--- src/hw/rtl/assert_macros.svh ---
// assertion helpers used by the rtl top level
`ifndef ASSERT_MACROS_SVH
`define ASSERT_MACROS_SVH

// same-cycle implication, checked outside reset
`define ASSERT_IMPLIES(label, clk, rst_n, cond, prop, msg) \
    label: assert property (@(posedge clk) disable iff (!rst_n) (cond) |-> (prop)) \
        else $error(msg);

// next-cycle implication, checked outside reset
`define ASSERT_NEXT(label, clk, rst_n, cond, prop, msg) \
    label: assert property (@(posedge clk) disable iff (!rst_n) (cond) |=> (prop)) \
        else $error(msg);

`endif

--- src/hw/rtl/dne_pkg.sv ---
// ----------------------------------------------------------------------------
// dne_pkg
// Shared widths, character codes and the result type of the number extractor.
// ----------------------------------------------------------------------------
`timescale 1ns / 1ps

package dne_pkg;

    localparam int VALUE_WIDTH = 32;
    // room for magnitude * 10 + digit
    localparam int PROD_WIDTH  = VALUE_WIDTH + 4;

    // largest magnitude kept: 2^(VALUE_WIDTH-1)
    localparam logic [PROD_WIDTH-1:0]  LIMIT_WIDE = PROD_WIDTH'(1) << (VALUE_WIDTH - 1);
    localparam logic [VALUE_WIDTH-1:0] LIMIT_MAG  = VALUE_WIDTH'(1) << (VALUE_WIDTH - 1);
    localparam logic [VALUE_WIDTH-1:0] MAX_POS    = LIMIT_MAG - VALUE_WIDTH'(1);

    // character codes
    localparam logic [7:0] CHAR_NUL   = 8'h00;
    localparam logic [7:0] CHAR_PLUS  = 8'h2B;
    localparam logic [7:0] CHAR_MINUS = 8'h2D;
    localparam logic [7:0] CHAR_ZERO  = 8'h30;
    localparam logic [7:0] CHAR_NINE  = 8'h39;

    typedef struct packed {
        logic signed [VALUE_WIDTH-1:0] number;
        logic                          has_number;
        logic                          saturated;
        logic                          text_done;
    } result_t;

endpackage

--- src/hw/rtl/dne_core.sv ---
// ----------------------------------------------------------------------------
// dne_core
// Tokenizer state and the per-byte update; forms a result when a byte ends a run or the text.
// ----------------------------------------------------------------------------
`timescale 1ns / 1ps

module dne_core
    import dne_pkg::*;
(
    input  logic       clk,
    input  logic       rst_n,
    input  logic       step_en,
    input  logic [7:0] text_byte,
    input  logic       end_of_text,
    output logic       res_valid,
    output result_t    res
);

    logic                   in_digits_reg, in_digits_next;
    logic                   sign_pending_reg, sign_pending_next;
    logic                   sign_pending_minus_reg, sign_pending_minus_next;
    logic                   run_negative_reg, run_negative_next;
    logic [VALUE_WIDTH-1:0] magnitude_reg, magnitude_next;
    logic                   overflowed_reg, overflowed_next;

    logic                   is_nul;
    logic                   is_last;
    logic                   is_digit;
    logic [3:0]             digit;
    logic [VALUE_WIDTH-1:0] base_mag;
    logic                   base_ovf;
    logic                   base_neg;
    logic [PROD_WIDTH-1:0]  prod;
    logic                   prod_over;
    logic [VALUE_WIDTH-1:0] run_mag;
    logic                   run_ovf;
    logic                   run_neg;
    logic                   run_active;
    result_t                run_res;

    // byte classification
    assign is_nul   = (text_byte == CHAR_NUL);
    assign is_last  = end_of_text | is_nul;
    assign is_digit = !is_nul && (text_byte >= CHAR_ZERO) && (text_byte <= CHAR_NINE);
    assign digit    = 4'(text_byte - CHAR_ZERO);

    // a first digit starts a fresh run with the pending sign
    assign base_mag = in_digits_reg ? magnitude_reg : '0;
    assign base_ovf = in_digits_reg ? overflowed_reg : 1'b0;
    assign base_neg = in_digits_reg ? run_negative_reg
                                    : (sign_pending_reg & sign_pending_minus_reg);

    // magnitude * 10 + digit, overflow when above the limit
    assign prod      = (PROD_WIDTH'(base_mag) << 3) + (PROD_WIDTH'(base_mag) << 1)
                     + PROD_WIDTH'(digit);
    assign prod_over = (prod > LIMIT_WIDE);

    always_comb
    begin
        if (is_digit)
        begin
            run_neg = base_neg;
            run_ovf = base_ovf | prod_over;
            if (base_ovf)
                run_mag = base_mag;
            else if (prod_over)
                run_mag = LIMIT_MAG;
            else
                run_mag = prod[VALUE_WIDTH-1:0];
        end
        else
        begin
            run_neg = run_negative_reg;
            run_ovf = overflowed_reg;
            run_mag = magnitude_reg;
        end
    end

    assign run_active = in_digits_reg | is_digit;

    // signed value of the finished run, saturated when out of range
    always_comb
    begin
        run_res            = '0;
        run_res.has_number = 1'b1;
        if (run_neg)
        begin
            if (run_ovf)
            begin
                run_res.number    = LIMIT_MAG;
                run_res.saturated = 1'b1;
            end
            else
                run_res.number = -run_mag;
        end
        else
        begin
            if (run_ovf || run_mag[VALUE_WIDTH-1])
            begin
                run_res.number    = MAX_POS;
                run_res.saturated = 1'b1;
            end
            else
                run_res.number = run_mag;
        end
    end

    // next state and result of the byte
    always_comb
    begin
        in_digits_next          = in_digits_reg;
        sign_pending_next       = sign_pending_reg;
        sign_pending_minus_next = sign_pending_minus_reg;
        run_negative_next       = run_negative_reg;
        magnitude_next          = magnitude_reg;
        overflowed_next         = overflowed_reg;
        res_valid               = 1'b0;
        res                     = '0;

        if (step_en)
        begin
            if (is_last)
            begin
                res_valid = 1'b1;
                if (run_active)
                    res = run_res;
                res.text_done           = 1'b1;
                in_digits_next          = 1'b0;
                sign_pending_next       = 1'b0;
                sign_pending_minus_next = 1'b0;
                run_negative_next       = 1'b0;
                magnitude_next          = '0;
                overflowed_next         = 1'b0;
            end
            else if (is_digit)
            begin
                in_digits_next          = 1'b1;
                sign_pending_next       = 1'b0;
                sign_pending_minus_next = 1'b0;
                run_negative_next       = run_neg;
                magnitude_next          = run_mag;
                overflowed_next         = run_ovf;
            end
            else
            begin
                // other byte: close any run, track a sign byte
                res_valid          = in_digits_reg;
                res                = run_res;
                res.text_done      = 1'b0;
                in_digits_next     = 1'b0;
                run_negative_next  = 1'b0;
                magnitude_next     = '0;
                overflowed_next    = 1'b0;
                sign_pending_next  = (text_byte == CHAR_PLUS) || (text_byte == CHAR_MINUS);
                sign_pending_minus_next = (text_byte == CHAR_MINUS);
            end
        end
    end

    // state registers
    always_ff @(posedge clk or negedge rst_n)
    begin
        if (!rst_n)
        begin
            in_digits_reg          <= 1'b0;
            sign_pending_reg       <= 1'b0;
            sign_pending_minus_reg <= 1'b0;
            run_negative_reg       <= 1'b0;
            magnitude_reg          <= '0;
            overflowed_reg         <= 1'b0;
        end
        else
        begin
            in_digits_reg          <= in_digits_next;
            sign_pending_reg       <= sign_pending_next;
            sign_pending_minus_reg <= sign_pending_minus_next;
            run_negative_reg       <= run_negative_next;
            magnitude_reg          <= magnitude_next;
            overflowed_reg         <= overflowed_next;
        end
    end

endmodule

--- src/hw/rtl/decimal_number_extractor_top.sv ---
// Results are registered in the output register, or the skid entry when it stalls.
// Throughput: one byte per cycle while in_stall is low; the limit is the
// combinational magnitude update (times ten, add digit, range compare) in dne_core.
// A two-entry output buffer keeps input flowing while one result waits.
// Reset (rst_n low, asynchronous) clears the tokenizer state and empties the buffer.
// ----------------------------------------------------------------------------
// decimal_number_extractor_top
// Extracts signed decimal integers from bytes, one result per number or text end.
// ----------------------------------------------------------------------------
`timescale 1ns / 1ps
`include "assert_macros.svh"

module decimal_number_extractor_top
    import dne_pkg::*;
(
    input  logic                          clk,
    input  logic                          rst_n,
    input  logic                          in_valid,
    output logic                          in_stall,
    input  logic [7:0]                    text_byte,
    input  logic                          end_of_text,
    output logic                          out_valid,
    input  logic                          out_stall,
    output logic signed [VALUE_WIDTH-1:0] number,
    output logic                          has_number,
    output logic                          saturated,
    output logic                          text_done
);

    logic    step_en;
    logic    res_valid;
    result_t res;

    logic    out_valid_reg, out_valid_next;
    logic    skid_valid_reg, skid_valid_next;
    result_t main_reg, main_next;
    result_t skid_reg, skid_next;
    logic    pop;

    assign in_stall = skid_valid_reg;
    assign step_en  = in_valid & ~in_stall;
    assign pop      = out_valid_reg & ~out_stall;

    dne_core u_core
    (
        .clk         (clk),
        .rst_n       (rst_n),
        .step_en     (step_en),
        .text_byte   (text_byte),
        .end_of_text (end_of_text),
        .res_valid   (res_valid),
        .res         (res)
    );

    // output register plus skid entry
    always_comb
    begin
        out_valid_next  = out_valid_reg;
        skid_valid_next = skid_valid_reg;
        main_next       = main_reg;
        skid_next       = skid_reg;
        if (skid_valid_reg)
        begin
            if (pop)
            begin
                main_next       = skid_reg;
                skid_valid_next = 1'b0;
            end
        end
        else if (res_valid)
        begin
            if (!out_valid_reg || pop)
            begin
                main_next      = res;
                out_valid_next = 1'b1;
            end
            else
            begin
                skid_next       = res;
                skid_valid_next = 1'b1;
            end
        end
        else if (pop)
            out_valid_next = 1'b0;
    end

    // buffer control
    always_ff @(posedge clk or negedge rst_n)
    begin
        if (!rst_n)
        begin
            out_valid_reg  <= 1'b0;
            skid_valid_reg <= 1'b0;
        end
        else
        begin
            out_valid_reg  <= out_valid_next;
            skid_valid_reg <= skid_valid_next;
        end
    end

    // buffer payload
    always_ff @(posedge clk)
    begin
        main_reg <= main_next;
        skid_reg <= skid_next;
    end

    assign out_valid  = out_valid_reg;
    assign number     = main_reg.number;
    assign has_number = main_reg.has_number;
    assign saturated  = main_reg.saturated;
    assign text_done  = main_reg.text_done;

    // buffer and result consistency
    `ASSERT_IMPLIES(a_skid_needs_main, clk, rst_n, skid_valid_reg, out_valid_reg,
        "skid entry held while output register is empty")
    `ASSERT_NEXT(a_skid_moves_up, clk, rst_n, skid_valid_reg && !out_stall,
        out_valid_reg && !skid_valid_reg, "skid entry not moved to output register")
    `ASSERT_IMPLIES(a_sat_has_number, clk, rst_n, out_valid_reg && saturated, has_number,
        "saturated transaction without a number")
    `ASSERT_IMPLIES(a_empty_closes_text, clk, rst_n, out_valid_reg && !has_number,
        text_done && (number == '0) && !saturated, "empty transaction not closing the text")

endmodule

--- config.mk ---
export PLATFORM = sky130hd
export DESIGN_NAME = decimal_number_extractor_top
export DESIGN_NICKNAME = d
export VERILOG_FILES = /design/src/hw/rtl/dne_pkg.sv /design/src/hw/rtl/dne_core.sv /design/src/hw/rtl/decimal_number_extractor_top.sv
export VERILOG_INCLUDE_DIRS = /design/src /design/src/hw/rtl
export SDC_FILE = /design/constraint.sdc
export NUM_CORES = 1
export LEC_CHECK = 0
export ABC_AREA = 1
export BUFFER_PORTS_ARGS = -buffer_cell sky130_fd_sc_hd__buf_4
export CAP_MARGIN = 20
export CORE_AREA = 2 2 167 210
export DETAILED_ROUTE_END_ITERATION = 8
export DIE_AREA = 0 0 169 212
export PLACE_DENSITY = 0.41
export SYNTH_ARGS = -nofsm -noshare
export SYNTH_HDL_FRONTEND = slang
export SYNTH_SLANG_ARGS = --single-unit
export TNS_END_PERCENT = 10
--- constraint.sdc ---
create_clock -name clk -period 5.3 [get_ports clk]
set_clock_uncertainty 0.05 [all_clocks]
set_input_delay 1.06 -clock clk [delete_from_list [all_inputs] [get_ports clk]]
set_output_delay 1.06 -clock clk [all_outputs]
set_load 0.005 [all_outputs]
# Word level (Yosys, flattened, before mapping)
# Index checks and enable logic that the tools add are counted.
dict set report totals {
  regBits 109
  latch_bits 0
  ramBits 0
  romBits 0
  output_inout_bits 37
  mem_count 0
}
dict set report op_classes {
  n_addsub 4
  n_mul 0
  div 0
  order_cmp 3
  n_eq_ne 4
  shifts 0
  mux 44
  bitwise_logic 9
  reduce_logical 14
}
# cell n
set ops {}
lappend ops {{$mux 32} 9}
lappend ops {{$mux 35} 8}
lappend ops {{$add 35x33->36} 1}
lappend ops {{$add 36x4->36} 1}
lappend ops {{$gt 36x32->1 const B} 1}
lappend ops {{$neg 32->32} 1}
lappend ops {{$mux 1} 27}
lappend ops {{$eq 8x6->1 const B} 2}
lappend ops {{$reduce_and 3->1} 3}
lappend ops {{$ge 8x6->1 const B} 1}
lappend ops {{$le 8x6->1 const B} 1}
lappend ops {{$logic_not 8->1} 1}
lappend ops {{$reduce_bool 2->1} 3}
lappend ops {{$ne 2x1->1 const B} 2}
lappend ops {{$sub 4x1->4 const B} 1}
lappend ops {{$and 1x1->1} 3}
lappend ops {{$logic_or 1x1->1} 3}
lappend ops {{$not 1->1} 3}
lappend ops {{$or 1x1->1} 3}
lappend ops {{$logic_and 1x1->1} 2}
lappend ops {{$logic_not 1->1} 2}

# Logic depth before layout (Yosys ltp)
# Gate-level depths: netlist of run 1.
dict set report depth {
  word_depth 16
  depth_mapped 39
}

# Modules after synthesis
# A second synthesis of run 1 with hierarchy kept.
dict set report hier_totals {
  cells_unflattened 1549
  hier_area_um2 10053.4
}
# module n_inst cells_each area_each_um2
set by_module_without_submodules {}
lappend by_module_without_submodules {dne_core 1 1343 7340.8}
lappend by_module_without_submodules {decimal_number_extractor_top 1 206 2712.6}

# Worst setup path before layout of run 1
# OpenSTA, ideal clock, no wires.
dict set report synth_path {
  kind {input-to-reg}
  start {input text_byte[3]}
  end {register main_reg (netlist bit number[26]) (data pin)}
  setup_ns 0.254
  arrival_ns 4.512
  slack_ns 0.484
  stages 32
  path_buffers 1
  path_cell_list {xor2_1 -> inv_1 -> ha_1 -> inv_1 -> fa_1 -> inv_1 -> nand2_1 -> nand2_1 -> nand3_1 -> nand2_1 -> nand3_1 -> nand3_1 -> a21oi_1 -> or2_1 -> nand3_1 -> nor2_2 -> buf_6 -> nand2_1 -> o21ai_1 -> nand3_1 -> nand2_1 -> inv_1 -> ha_1 -> nand2_1 -> nor2_4 -> nand2_1 -> nor2_1 -> nand3_1 -> nand3_1 -> nand2_1 -> nand2_1 -> nand2_1}
}
# element line
set synth_lines {}
lappend synth_lines {{from (decl)} decimal_number_extractor_top.sv:20} ;# input logic [7:0] text_byte,
lappend synth_lines {{to (signal assigned)} decimal_number_extractor_top.sv:105} ;# main_reg <= main_next;
lappend synth_lines {{to (decl)} decimal_number_extractor_top.sv:36} ;# result_t main_reg, main_next;

==> impl_metrics.json, run 1 <==
{
  "run_status": "complete, no violations",
  "min_period_ns": 4.99,
  "grt_max_degree": 40,
  "coreArea_um2": 34000,
  "final_nets": 1831,
  "fin_ws_ns": 0.312,
  "timing.rr.start": "u_core.in_digits_reg",
  "placed_area_um2": 11900,
  "cts_tree": "built",
  "num_io_pins": 50,
  "rsz0062_at_grt": "true",
  "synth-seq-cells": 109,
  "whs_path_depth": 2,
  "slew-limit-headroom_pct": 50.8,
  "synth_edf_count": 70,
  "dieHeight_um": 212,
  "crit_top_cell": "nand2_1",
  "drive_gt1_share_pct": 20.1,
  "async_reset_ff_share_pct": 35.8,
  "total_power_uw": 2490,
  "synth_flop_cell": "edfxtp_1",
  "first_pass_iters": 5,
  "finalMaxSlewViolations": 0,
  "antenna_found_initial": 0,
  "crit_path_end_kind": "flip-flop",
  "largest_reg_flops": 35,
  "drc": 0,
  "syn-num-nets": 1652,
  "cpPeakStageDelay_ns": 0.35,
  "power.leakage_uw": 0.00716,
  "grt_overflow": 0,
  "antennaDiodeCount": 0,
  "stdcell_area_um2": 12700,
  "pre_cts_ws_ns": -0.443,
  "power_density_nw_per_um2": 196,
  "cpMaxStageDelayCell": "ha_1",
  "die_w_um": 169,
  "fmax_mhz": 200,
  "io_buffer_count": 49,
  "ant_nets": 0,
  "first_global_vias": 9774,
  "wl_um": 33100,
  "ctsHoldBuffers": 0,
  "crit_arrival_ns": 5.06,
  "multi_input_comb_area_um2": 5970,
  "regToRegEndpoint": "number[22]",
  "post_synth_inst_count": 1573,
  "path_class": "in2reg",
  "worstMarginPinSlew_ns": 0.738,
  "wl_per_cell_um": 15.2,
  "holdPathEnd": "number[5]",
  "fp-row-count": 76,
  "synth.distinct_cells": 43,
  "peakVddDrop_v": 0.000153,
  "clk_path_buf_depth": 2,
  "hold_path.startpoint": "skid_reg[8]",
  "vias": 10105,
  "numCtsBuffers": 9,
  "design.die.area_um2": 35800,
  "synth-seq-area-share_pct": 30.7,
  "drt_iter0_drc": 459,
  "worstSetupStartpointType": "input port",
  "ff2ff_setup_slack_ns": 0.36,
  "clock_latency_ns": 0.37,
  "initial_core_util_pct": 29.4,
  "syn-cell-area_um2": 10000,
  "hold_viol_final": 0,
  "yosysWarnings": 0,
  "syn_avg_cell_area_um2": 6.37,
  "fin_crit_sh_pct": 94.1,
  "n_fill_cell": 3795,
  "dp_hpwl_um": 26400,
  "area_delta_synth_final_pct": 26.7,
  "seq_area_um2": 3080,
  "setup_violations": 0,
  "clkTransAtPathRegs_ns": 0.07,
  "cap_violations": 0,
  "grt_pass1_wl_um": 52500,
  "r2r_cells": 29,
  "hold_path_class": "reg2reg",
  "track_usage_pct": 18.8,
  "cts.sinks": 109,
  "htreeDepth": 3,
  "critPathMaxFanout": 8,
  "cts-root-buf": "clkbuf_16",
  "viasPerCell": 4.63,
  "gp_congestion": 0.846,
  "required_ns": 5.37
}
per-stage QoR:
stage / utilization, % / cells / hold WS, ns / TNS, ns
after floorplan: - / 1573 / 0.425 / 0
after global placement: 34.8 / 2153 / 0.446 / -14.56
after detailed placement: 34.9 / 2154 / 0.454 / -20.72
after CTS: 35.9 / 2168 / 0.472 / 0
after global routing: 37.3 / 2184 / 0.479 / -0.330
final: 37.3 / 2184 / 0.469 / 0
layout by cell type (no fill, tap or decap), drive strengths merged:
master | synthesis | routed
o21ai | 47 | 47
edfxtp | 70 | 70
inv | 293 | 293
a21oi | 79 | 79
buf | 17 | 208
bufinv | 0 | 3
clkinvlp | 0 | 1
a31oi | 4 | 4
nand4 | 45 | 45
xnor2 | 1 | 1
o211ai | 4 | 4
nor4 | 2 | 2
or2 | 3 | 3
fa | 1 | 1
and2 | 1 | 1
nor3 | 10 | 10
o21bai | 32 | 32
nand3b | 9 | 9
a21boi | 1 | 1
clkinv | 2 | 3
ha | 65 | 65
o32ai | 2 | 2
nand2 | 569 | 569
a21o | 1 | 1
dfrtp | 39 | 39
o22ai | 5 | 5
nor2 | 138 | 138
clkbuf | 24 | 10
xor2 | 3 | 3
nand3 | 106 | 106
worst max-delay path by stage:
stage	from	end	slack, ns
2_1_floorplan	text_byte[3]	number[26]	0.48
3_3_place_gp	text_byte[3]	number[9]	-0.35
5_1_grt	text_byte[3]	number[25]	-0.06
4_1_cts	text_byte[3]	number[30]	0.02
3_5_place_dp	text_byte[3]	number[9]	-0.44
6_report	text_byte[3]	number[22]	0.31
cell usage after synthesis, types with 2 or more instances:
cell	n	share of area (%)
nand2_1	561	21
inv_1	281	11
nor2_1	126	4.7
nand3_1	104	5.2
a21oi_1	77	3.8
edfxtp_1	70	21
ha_1	65	8.1
nand4_1	40	2.5
dfrtp_1	39	9.7
o21bai_1	32	2.4
o21ai_0	27	1.3
clkbuf_1	24	0.90
o21ai_1	16	0.80
inv_2	12	0.45
nor3_1	10	0.50
nand3b_1	9	0.67
nor2_2	9	0.56
buf_2	8	0.40
nand2_2	8	0.50
buf_4	7	0.52
nand4_2	5	0.62
a31oi_1	4	0.25
o211ai_1	4	0.30
o21ai_2	4	0.35
o22ai_1	4	0.25
a21oi_2	2	0.17
buf_6	2	0.22
clkinv_1	2	0.075
nand3_2	2	0.20
nor2_4	2	0.22
nor4_1	2	0.12
o32ai_1	2	0.17
or2_1	2	0.12
xor2_1	2	0.17
area by class of cell:
| type | instances | area share [%] |
|---|---|---|
| flip-flops and latches | 109 | 24.3 |
| clock inverters | 5 | 0.798 |
| well taps | 429 | 4.23 |
| repair buffers | 209 | 13.2 |
| inverters | 295 | 8.74 |
| clock buffers | 9 | 1.77 |
| multi-input cells | 1128 | 47.0 |
cell families after synthesis:
| kind of cell | Yosys count | share of synthesized area, % |
|---|---|---|
| AO/OA/AOI/OAI | 175 | 10.2 |
| flip-flops | 109 | 30.7 |
| adder cells (fa/ha/maj) | 66 | 8.32 |
| buffers and inverters | 336 | 13.1 |
| AND/OR/NAND/NOR | 883 | 37.3 |
| XOR/XNOR | 4 | 0.425 |
worst max-delay path: cells and delay by family:
| kind | cells | cell delay (ns) |
|---|---|---|
| simple gates | 20 | 2.06 |
| buf+inv | 5 | 0.60 |
| fa+ha+maj | 2 | 0.51 |
| compound gates | 3 | 0.47 |
| xor+xnor | 2 | 0.36 |
routing by layer:
metal	GRT usage [%]	share of wire [%]	wire length [µm]
met1	23.7	46	15100
met2	34.4	51	16800
met3	1.53	2.0	675
met4	5.19	1.8	592
met5	0	0	0
power breakdown:
part	switching (µW)	internal, µW
registers	34.3	1050
clock network	316	455
logic	387	252
total	738	1760
repair_timing:
item,CTS,global route
setup endpoints to repair,8,64
buffers inserted,0,14
pin swaps,0,35
resized for setup,3,95
cloned,0,2
(Power assumes the default switching activity.)
==> run 2: changes to the inputs <==
==> constraint.sdc (replaced) <==
create_clock -name clk -period 5.9 [get_ports clk]
set_clock_uncertainty 0.05 [all_clocks]
set_input_delay 1.18 -clock clk [delete_from_list [all_inputs] [get_ports clk]]
set_output_delay 1.18 -clock clk [all_outputs]
set_load 0.005 [all_outputs]
==> impl_metrics.json, run 2 (synthesized netlist as in run 1, its figures left out) <==
{
  "run_status": "complete, no violations",
  "io_buffer_count": 49,
  "switching_share_pct": 31.6,
  "hold_path_class": "reg2reg",
  "path_depth": 31,
  "numCtsBuffers": 9,
  "power_density_nw_per_um2": 182,
  "coreArea_um2": 34000,
  "htreeDepth": 3,
  "cts_tree": "built",
  "dieHeight_um": 212,
  "fin_ws_ns": 0.518,
  "n_fill_cell": 3804,
  "stdcell_area_um2": 11400,
  "clock_latency_ns": 0.38,
  "cts-root-buf": "clkbuf_16",
  "clk_path_buf_depth": 2,
  "wl_um": 32300,
  "fin_util_pct": 33.6,
  "drt_iter0_drc": 427,
  "setup_violations": 0,
  "rsz0062_at_grt": "false",
  "hold_viol_final": 0,
  "cpPeakStageDelay_ns": 0.45,
  "pwr-share-clk_pct": 27.9,
  "critPathLaunch": "text_byte[3]",
  "ctsHoldBuffers": 0,
  "grt_overflow": 0,
  "layout_common_cells": "nand2_1 (561), inv_1 (281), nor2_1 (124), nand3_1 (104), buf_4 (95)",
  "holdWs_ns": 0.471,
  "critPathMaxFanout": 8,
  "antennaDiodeCount": 0,
  "grt_pass1_wl_um": 52000,
  "clkTransAtPathRegs_ns": 0.07,
  "cap_violations": 0,
  "initial_core_util_pct": 29.4,
  "crit_top_cell": "nand2_1",
  "critical-path-top-delay-family": "simple AND/OR/NAND/NOR gates",
  "die_w_um": 169,
  "whs_path_depth": 2,
  "wl_per_cell_um": 15.5,
  "switchingPower_uw": 660,
  "ant_nets": 0,
  "drive_gt1_share_pct": 9.90,
  "antenna_found_initial": 0,
  "min_period_ns": 5.38,
  "worstSetupStartpointType": "input port",
  "pre_cts_ws_ns": 0.0101,
  "r2r_cells": 32,
  "pwr-share-comb_pct": 25.5,
  "regToRegEndpoint": "number[17]",
  "ff2ff_setup_slack_ns": 0.62,
  "crit_arrival_ns": 5.46,
  "crit_buf_inv": 6,
  "first_global_vias": 9535,
  "grt_max_degree": 40,
  "multi_input_comb_area_um2": 5670,
  "finalMaxSlewViolations": 0,
  "num_io_pins": 50,
  "timing.rr.start": "u_core.in_digits_reg",
  "seq_area_um2": 3080,
  "crit_end": "number[17]",
  "intPower_uw": 1430,
  "power.leakage_uw": 0.00652,
  "drc": 0,
  "fp-row-count": 76,
  "mostFrequentLayoutCell": "nand2_1",
  "hold_path.startpoint": "skid_reg[16]",
  "crit_path_end_kind": "flip-flop",
  "sequentialPowerShare_pct": 46.6,
  "slew-limit-headroom_pct": 52.4,
  "required_ns": 5.98,
  "track_usage_pct": 18.6,
  "worstMarginPinSlew_ns": 0.714,
  "vias": 9679,
  "area_delta_synth_final_pct": 14.1,
  "cpMaxStageDelayCell": "fa_1",
  "placed_area_um2": 11100,
  "fmax_mhz": 186,
  "total_power_uw": 2090,
  "cts_resized": 0,
  "dp_hpwl_um": 25700,
  "design.die.area_um2": 35800,
  "fin_crit_sh_pct": 91.2,
  "gp_congestion": 0.888,
  "largest_reg_flops": 35,
  "final_nets": 1720,
  "first_pass_iters": 7,
  "viasPerCell": 4.66,
  "cts.sinks": 109,
  "post_cts_buffers": 0,
  "path_class": "in2reg",
  "peakVddDrop_v": 0.000143
}
[run 2: changes by cell type in the layout (fill, tap and decap cells not counted), moves of 4 or more]
cell,delta
nand2_1,+35
buf_6,-4
nand3_1,+17
nand2_4,-4
nand3_2,-15
nor2_2,-14
nand2_2,-31
buf_4,-102
nor2_1,+16
[run 2: power by group through the flow]
| stage | sequential, µW | clock [µW] | combinational (µW) |
|---|---|---|---|
| floorplan | 999 | 0 | 268 |
| global placement | 991 | 0 | 544 |
| detailed placement | 991 | 0 | 543 |
| CTS | 974 | 605 | 544 |
| global route | 982 | 628 | 601 |
| finish | 972 | 583 | 531 |
[run 2: how the worst min path moves through the flow]
| stage | slack (ns) | to |
|---|---|---|
| floorplan | 0.42 | u_core.magnitude_reg[0] |
| global placement | 0.45 | number[20] |
| detailed placement | 0.45 | number[13] |
| CTS | 0.47 | number[19] |
| global route | 0.50 | number[15] |
| finish | 0.47 | number[13] |
[run 2: stage by stage]
stage,instances,setup TNS (ns)
finish,2075,0
global route,2075,0
detailed placement,2058,0
global placement,2058,-0.0582
floorplan,1573,0
CTS,2074,0
[run 2: tightest hold or removal path, cell delays in order (launching register included)]
cell and delay, ns:
edfxtp_1 0.32, nand2_1 0.05, nand2_1 0.05
[run 2: layout make-up]
class / count / share of cell area (%)
Sequential cell: 109 / 26.9
Clock inverter: 6 / 0.350
Multi-Input combinational cell: 1128 / 49.6
Inverter: 295 / 9.69
Timing Repair Buffer: 98 / 6.76
Clock buffer: 10 / 2.00
Tap cell: 429 / 4.70
[run 2: layer usage]
| metal | routed length [µm] | GRT usage (%) | vias up |
|---|---|---|---|
| met5 | 0 | 0 | - |
| met4 | 558 | 5.72 | 0 |
| met3 | 748 | 1.75 | 32 |
| met2 | 16000 | 33.4 | 142 |
| met1 | 14900 | 23.5 | 4400 |
| li1 | - | - | 5105 |
